`config.mk`:
```
export PLATFORM = sky130hd
export DESIGN_NAME = regex_dot_star_matcher_core_flat
export DESIGN_NICKNAME = d
export VERILOG_FILES = /design/src/design/rdsm_pkg.sv /design/src/design/rdsm_if.sv /design/src/design/rdsm_cell.sv /design/src/design/regex_dot_star_matcher_core.sv /design/src/flat_wrapper.sv
export SDC_FILE = /design/constraint.sdc
export NUM_CORES = 1
export LEC_CHECK = 0
export BUFFER_PORTS_ARGS = -buffer_cell sky130_fd_sc_hd__buf_2
export CORE_ASPECT_RATIO = 0.5
export CORE_MARGIN = 5
export CORE_UTILIZATION = 45
export DETAILED_ROUTE_END_ITERATION = 16
export GPL_ROUTABILITY_DRIVEN = 0
export SETUP_SLACK_MARGIN = 0.5
export SLEW_MARGIN = 25
export SYNTH_ARGS = -nofsm -noshare
export SYNTH_HDL_FRONTEND = slang
export SYNTH_SLANG_ARGS = --single-unit
```
`constraint.sdc`:
```
create_clock -name clk -period 3.85 [get_ports clk]
set_input_delay 0.77 -clock clk [delete_from_list [all_inputs] [get_ports clk]]
set_output_delay 0.77 -clock clk [all_outputs]
set_load 0.01 [all_outputs]
```
`src/design/rdsm_pkg.sv`:
```
package rdsm_pkg;

    localparam int unsigned PATTERN_MAX_DEF = 16;

    localparam logic [7:0] DOT_CODE  = 8'd46;
    localparam logic [7:0] STAR_CODE = 8'd42;

    typedef enum logic [1:0] {
        CMD_APPEND  = 2'd0,
        CMD_TEXT    = 2'd1,
        CMD_RESTART = 2'd2,
        CMD_IDLE    = 2'd3
    } cmd_t;

    typedef struct packed {
        logic       fire;
        cmd_t       cmd;
        logic [7:0] char_code;
    } ctrl_t;

    typedef struct packed {
        logic [7:0] code;
        logic       lead;
        logic       match;
        logic       nxt;
        logic       empty;
        logic       nxt_prev;
        logic       empty_prev;
    } link_t;

endpackage

```
`src/design/rdsm_if.sv`:
```
interface rdsm_in_if;
    logic       valid;
    logic       ready;
    logic [1:0] cmd;
    logic [7:0] char_code;

    modport source (output valid, output cmd, output char_code, input ready);
    modport sink (input valid, input cmd, input char_code, output ready);
endinterface

interface rdsm_out_if;
    logic valid;
    logic ready;
    logic matched;
    logic status;

    modport source (output valid, output matched, output status, input ready);
    modport sink (input valid, input matched, input status, output ready);
endinterface

```
`src/design/rdsm_cell.sv`:
```
module rdsm_cell (
    input  logic            clk,
    input  logic            rst_n,
    input  rdsm_pkg::ctrl_t ctrl,
    input  logic            en,
    input  logic            wr,
    input  rdsm_pkg::link_t link_in,
    output rdsm_pkg::link_t link_out,
    output logic            match_next
);
    import rdsm_pkg::*;

    logic [7:0] code_reg;
    logic       match_reg;
    logic       empty_reg;
    logic       empty_next;
    logic       empty_wr;
    logic       accepts_own;
    logic       accepts_prev;
    logic       is_star;
    logic       nxt;

    assign accepts_own  = (code_reg == DOT_CODE) || (code_reg == ctrl.char_code);
    assign accepts_prev = (link_in.code == DOT_CODE) || (link_in.code == ctrl.char_code);
    assign is_star      = (code_reg == STAR_CODE);

    always_comb
    begin
        if (!en)
        begin
            nxt = 1'b0;
        end
        else if (!is_star)
        begin
            nxt = accepts_own && link_in.match;
        end
        else if (link_in.lead)
        begin
            nxt = 1'b0;
        end
        else
        begin
            nxt = link_in.nxt_prev || (accepts_prev && match_reg);
        end
    end

    assign empty_wr   = (ctrl.char_code == STAR_CODE) && !link_in.lead && link_in.empty_prev;
    assign empty_next = wr ? empty_wr : empty_reg;

    always_comb
    begin
        match_next = match_reg;
        if (ctrl.fire)
        begin
            case (ctrl.cmd)
                CMD_APPEND:  match_next = empty_next;
                CMD_RESTART: match_next = empty_next;
                CMD_TEXT:    match_next = nxt;
                default:     match_next = match_reg;
            endcase
        end
    end

    always_ff @(posedge clk or negedge rst_n)
    begin
        if (!rst_n)
        begin
            match_reg <= 1'b0;
            empty_reg <= 1'b0;
        end
        else
        begin
            match_reg <= match_next;
            empty_reg <= empty_next;
        end
    end

    always_ff @(posedge clk)
    begin
        if (wr)
        begin
            code_reg <= ctrl.char_code;
        end
    end

    assign link_out.code       = code_reg;
    assign link_out.lead       = 1'b0;
    assign link_out.match      = match_reg;
    assign link_out.nxt        = nxt;
    assign link_out.empty      = empty_reg;
    assign link_out.nxt_prev   = link_in.nxt;
    assign link_out.empty_prev = link_in.empty;

endmodule

```
`src/design/regex_dot_star_matcher_core.sv`:
```
// Whole-pattern matcher for patterns with '.' and '*', built as a row of PATTERN_MAX cells,
// one per pattern byte, each holding its byte and its match bit. Every request (pattern
// append, text byte, restart or no-op) is taken when it is valid and ready, and its result
// is registered and offered on the next cycle. One request per cycle is sustained, as a new
// request is taken while the previous result waits, as long as the result side takes it in
// the same cycle. The cycle time is set by the ripple of star match bits along the cell row.
// Pattern bytes beyond PATTERN_MAX are dropped with status set. There is no clearing pass.
module regex_dot_star_matcher_core #(
    parameter int unsigned PATTERN_MAX = rdsm_pkg::PATTERN_MAX_DEF
) (
    input logic        clk,
    input logic        rst_n,
    rdsm_in_if.sink    item,
    rdsm_out_if.source result
);
    import rdsm_pkg::*;

    localparam int unsigned LW = $clog2(PATTERN_MAX + 1);

    logic [LW-1:0]      length_reg;
    logic [LW-1:0]      length_next;
    logic               match0_reg;
    logic               match0_next;
    logic               out_valid_reg;
    logic               matched_reg;
    logic               status_reg;
    logic               fire;
    logic               full;
    logic               do_append;
    cmd_t               cmd;
    ctrl_t              ctrl;
    link_t              links [PATTERN_MAX+1];
    logic [PATTERN_MAX:0] mvec;

    assign cmd         = cmd_t'(item.cmd);
    assign item.ready  = !out_valid_reg || result.ready;
    assign fire        = item.valid && item.ready;
    assign full        = (length_reg == LW'(PATTERN_MAX));
    assign do_append   = fire && (cmd == CMD_APPEND) && !full;
    assign length_next = do_append ? length_reg + 1'b1 : length_reg;

    assign ctrl.fire      = fire;
    assign ctrl.cmd       = cmd;
    assign ctrl.char_code = item.char_code;

    always_comb
    begin
        match0_next = match0_reg;
        if (fire)
        begin
            case (cmd)
                CMD_APPEND:  match0_next = 1'b1;
                CMD_RESTART: match0_next = 1'b1;
                CMD_TEXT:    match0_next = 1'b0;
                default:     match0_next = match0_reg;
            endcase
        end
    end

    assign links[0].code       = 8'd0;
    assign links[0].lead       = 1'b1;
    assign links[0].match      = match0_reg;
    assign links[0].nxt        = 1'b0;
    assign links[0].empty      = 1'b1;
    assign links[0].nxt_prev   = 1'b0;
    assign links[0].empty_prev = 1'b0;
    assign mvec[0]             = match0_next;

    for (genvar j = 1; j <= PATTERN_MAX; j++)
    begin : g_cell
        rdsm_cell u_cell (
            .clk        (clk),
            .rst_n      (rst_n),
            .ctrl       (ctrl),
            .en         (LW'(j) <= length_reg),
            .wr         (do_append && (length_reg == LW'(j - 1))),
            .link_in    (links[j-1]),
            .link_out   (links[j]),
            .match_next (mvec[j])
        );
    end

    always_ff @(posedge clk or negedge rst_n)
    begin
        if (!rst_n)
        begin
            length_reg    <= '0;
            match0_reg    <= 1'b1;
            out_valid_reg <= 1'b0;
            matched_reg   <= 1'b0;
            status_reg    <= 1'b0;
        end
        else
        begin
            length_reg <= length_next;
            match0_reg <= match0_next;
            if (fire)
            begin
                out_valid_reg <= 1'b1;
                matched_reg   <= mvec[length_next];
                status_reg    <= (cmd == CMD_APPEND) && full;
            end
            else if (result.ready)
            begin
                out_valid_reg <= 1'b0;
            end
        end
    end

    assign result.valid   = out_valid_reg;
    assign result.matched = matched_reg;
    assign result.status  = status_reg;

    a_status_only_on_append: assert property (@(posedge clk) disable iff (!rst_n)
        (fire && cmd != CMD_APPEND) |=> !status_reg)
        else $error("status set for a request that is not a pattern append");

    a_dropped_append_keeps_length: assert property (@(posedge clk) disable iff (!rst_n)
        (fire && cmd == CMD_APPEND && full) |=> ($stable(length_reg) && status_reg))
        else $error("dropped pattern byte changed the pattern length");

    a_restart_sets_empty_prefix: assert property (@(posedge clk) disable iff (!rst_n)
        (fire && (cmd == CMD_RESTART || cmd == CMD_APPEND)) |=> match0_reg)
        else $error("restart did not set the empty-prefix match bit");

    a_text_clears_empty_prefix: assert property (@(posedge clk) disable iff (!rst_n)
        (fire && cmd == CMD_TEXT && length_reg == '0) |=> !matched_reg)
        else $error("nonempty text matched an empty pattern");

endmodule
```
`src/flat_wrapper.sv`:
```
// flat-port wrapper written by rule: the top's interface ports become plain ports
module regex_dot_star_matcher_core_flat import rdsm_pkg::*;
#(
    parameter int unsigned PATTERN_MAX = rdsm_pkg::PATTERN_MAX_DEF
)
  (clk, rst_n, item_valid, item_cmd, item_char_code, item_ready, result_valid, result_matched, result_status, result_ready);
  rdsm_in_if item_i ();
  rdsm_out_if result_i ();
  input logic clk;
  input logic rst_n;
  input wire logic [$bits(item_i.valid)-1:0] item_valid;
  input wire logic [$bits(item_i.cmd)-1:0] item_cmd;
  input wire logic [$bits(item_i.char_code)-1:0] item_char_code;
  output wire logic [$bits(item_i.ready)-1:0] item_ready;
  output wire logic [$bits(result_i.valid)-1:0] result_valid;
  output wire logic [$bits(result_i.matched)-1:0] result_matched;
  output wire logic [$bits(result_i.status)-1:0] result_status;
  input wire logic [$bits(result_i.ready)-1:0] result_ready;
  assign item_i.valid = item_valid;
  assign item_i.cmd = item_cmd;
  assign item_i.char_code = item_char_code;
  assign item_ready = item_i.ready;
  assign result_valid = result_i.valid;
  assign result_matched = result_i.matched;
  assign result_status = result_i.status;
  assign result_i.ready = result_ready;
  regex_dot_star_matcher_core #(.PATTERN_MAX(PATTERN_MAX)) u_core (.clk(clk), .rst_n(rst_n), .item(item_i), .result(result_i));
endmodule
```
==> flow_summary_export.csv <==
group,metric,value,unit
outcome,status,"completed",
floorplan,dieArea,22500,um^2
power_and_ir_drop,peakVddDrop,0.285,mV
synth,synth_ff_type,"edfxtp_1",
global_routing,grt_pass1_vias,6306,
synth,synth-edff-count,128,
timing,maxSlewHeadroom,0.392,
power_and_ir_drop,pwr-share-seq,0.492,
drt,initialDrtViolationCount,714,
drt,postRouteAntennaNets,0,
synth,netlist.top_cell.by_area,"edfxtp_1",
cts,cts_tree,"done",
layout,largest_register_ffs,128,
cts,clkLatencyLatePin,0.43,ns
synth,yosysSeqAreaShare,0.556,
cts,clock_sinks,169,
cts,numCtsBuffers,17,
layout,synthToLayoutAreaGrowth,18.1,%
floorplan,ioPinCount,18,
setup_path,startpoint_type,"flop",
synth,yosys-top-cells-count,"128 x edfxtp_1, 82 x xnor2_1, 64 x nand2_1, 53 x nor2_1, 50 x xor2_1",
place,pre_cts_slack,0.0761,ns
power_and_ir_drop,swShare,0.229,
synth,yosysMostFrequentCell,"edfxtp_1",
setup_path,crit_fanout,3,
setup_path,required,4.16,ns
layout,fillers,1691,
floorplan,die_h,109,um
timing,final_hold_viol_count,0,
synth,syn_inst,774,
floorplan,start_util,0.454,
drt,drc,0,
layout,num_antenna_cells,0,
layout,final_core_util,0.537,
synth,synth_top_area_share,0.439,
synth,synth_fp_nets,791,
cts,clk_pin_slew,0.07,ns
global_routing,grt_usage,0.213,
floorplan,core,19300,um^2
synth,synth_area,8760,um^2
synth,avgSynthCellArea,11.3,um^2
power_and_ir_drop,comb_power_share,0.071,
global_routing,grt_pass1_wl,36.8,mm
timing,max_freq,0.306,GHz
cts,holdBufCountCts,0,
global_routing,grt_max_degree,29,
synth,yosysWarnings,0,
cts,clockBufferDepth,2,
global_routing,grt_remaining_overflow,0,
timing,fin_ws,0.587,ns
timing,hold_slack,0.265,ns
drt,vias_per_cell,5.75,
timing,period_needed,3.26,ns
layout,finalNetCount,861,
timing,rsz0062_at_grt,"no",
layout,drive_gt1_frac,0.182,
power_and_ir_drop,clkPwrFrac,0.437,
synth,synthDistinctLibCells,78,
timing,finalSetupTns,0,ns
synth,async_reset_ff_frac,0.243,
drt,wl_per_cell,21.2,um
power_and_ir_drop,p_per_area,394,nW/um^2
floorplan,die_x,207,um
timing,fin_skew,0.0107,ns
place,hpwlAfterDp,17.4,mm
floorplan,rows,36,
global_routing,antenna_found_initial,0,
timing,drv_slew,0,
synth,ys_seq_elements,169,
timing,setup_viol,0,
cts,cts_root_buf,"clkbuf_16",
power_and_ir_drop,p_int,3.15,mW
place,io_buffers,17,
setup_path,cp-end-kind,"flop",
setup_path,critical_path_class,"reg -> reg",
min_path,hold_class,"in -> async",
setup_path,cp_data_arrival_time,3.58,ns
timing,fin_crit_sh,0.848,
power_and_ir_drop,cellLeakagePower,3.77,nW
cts,htreeDepth,4,
power_and_ir_drop,switchingPower,936,uW
flow_run,maxCapViolations,0,
drt,drt-total-wl,23.8,mm
synth,synthTopCellsByArea,"edfxtp_1 44%, dfrtp_1 11%, xnor2_1 8.2%",
timing,worstMarginPinSlew,0.908,ns
drt,drtPass1Iterations,5,
drt,vias,6457,
[final timing paths]
kind	start	end	slack [ns]	depth (start not counted)
setup reg to reg	u_core.g_cell[1].u_cell.code_reg[7]$_DFFE_PP_	u_core.result.matched$_DFFE_PN0P_	0.59	12
hold / removal	rst_n	u_core.g_cell[1].u_cell.empty_reg$_DFF_PN0_	0.27	1
hold reg to reg	u_core.result.status$_DFFE_PN0P_	u_core.result.status$_DFFE_PN0P_	0.48	2
max in group asynchronous	rst_n	u_core.length_reg[4]$_DFF_PN0_	3.07	2
setup / recovery	u_core.g_cell[1].u_cell.code_reg[7]$_DFFE_PP_	u_core.result.matched$_DFFE_PN0P_	0.59	12
min in group clk	u_core.result.status$_DFFE_PN0P_	u_core.result.status$_DFFE_PN0P_	0.48	2
[routing by layer]
layer,part of all wire,wire length [um],global-route usage,up-vias
met4,0.021,503,0.0773,0
li1,-,-,-,2988
met5,0,0,0,-
met2,0.42,10000,0.309,226
met3,0.067,1590,0.0460,46
met1,0.49,11600,0.316,3197
[critical path, stage by stage, from the launching register on]
cell and delay, ns:
edfxtp_1 0.41, or4b_4 0.58, nor3_4 0.25, buf_4 0.15, a21o_2 0.12, o211ai_1 0.11, and3b_2 0.26, o221ai_1 0.31
a221oi_2 0.12, a211o_1 0.31, a211oi_1 0.31, a2111o_1 0.14, a31oi_1 0.07
[stage by stage]
step           area (um^2)  instances  power (mW)
2_1_floorplan         8790        774        2.19
3_3_place_gp          9560       1084        2.32
3_5_place_dp          9580       1085        2.33
4_1_cts              10200       1119        4.11
5_1_grt              10300       1123        4.21
6_report             10300       1123        4.08
[cells in the final DEF (no fill, tap or decap), drive strengths merged, types with 6 or more instances in the layout]
cell	n
nand4	34
buf	77
a21o	7
nor3b	10
a21oi	22
xnor2	82
nor2	53
a22oi	6
nand2	64
nor4	15
nand3	20
o21ai	39
o22ai	9
a31oi	6
inv	35
and2	14
nor3	6
xor2	50
clkbuf	23
o211ai	8
nor2b	12
edfxtp	128
dfrtp	40
[area by class of cell]
class | instances | area (um^2) | share of cell area
Clock buffer | 19 | 443 | 0.0428
Tap cell | 266 | 333 | 0.0322
Clock inverter | 13 | 168 | 0.0162
Sequential cell | 169 | 4870 | 0.471
Multi-Input combinational cell | 544 | 3750 | 0.363
Inverter | 31 | 116 | 0.0112
Timing Repair Buffer | 81 | 661 | 0.0639
[power groups by stage]
| stage | clock network [mW] | logic [mW] | registers [mW] |
|---|---|---|---|
| finish | 1.78 | 0.289 | 2.01 |
| detailed placement | 0 | 0.282 | 2.05 |
| global route | 1.89 | 0.311 | 2.01 |
| CTS | 1.82 | 0.284 | 2.01 |
| global placement | 0 | 0.277 | 2.05 |
| floorplan | 0 | 0.155 | 2.04 |
[kinds of logic after synthesis]
kind of cell / synth area share
compound gates: 0.116
xor+xnor: 0.132
fa+ha+maj: 0.00428
buf+inv: 0.0274
flops: 0.556
mux: 0.00843
simple gates: 0.156
[repair_timing]
| item | 4_1_cts | 5_1_grt |
|---|---|---|
| buffers inserted | 2 | 4 |
| pin swaps | 5 | 14 |
| endpoints found under the setup margin | 1 | 1 |
| endpoints found under the hold margin | 0 | 0 |
| resized for setup | 7 | 27 |
Note: power is estimated with default switching activity, not from simulation.
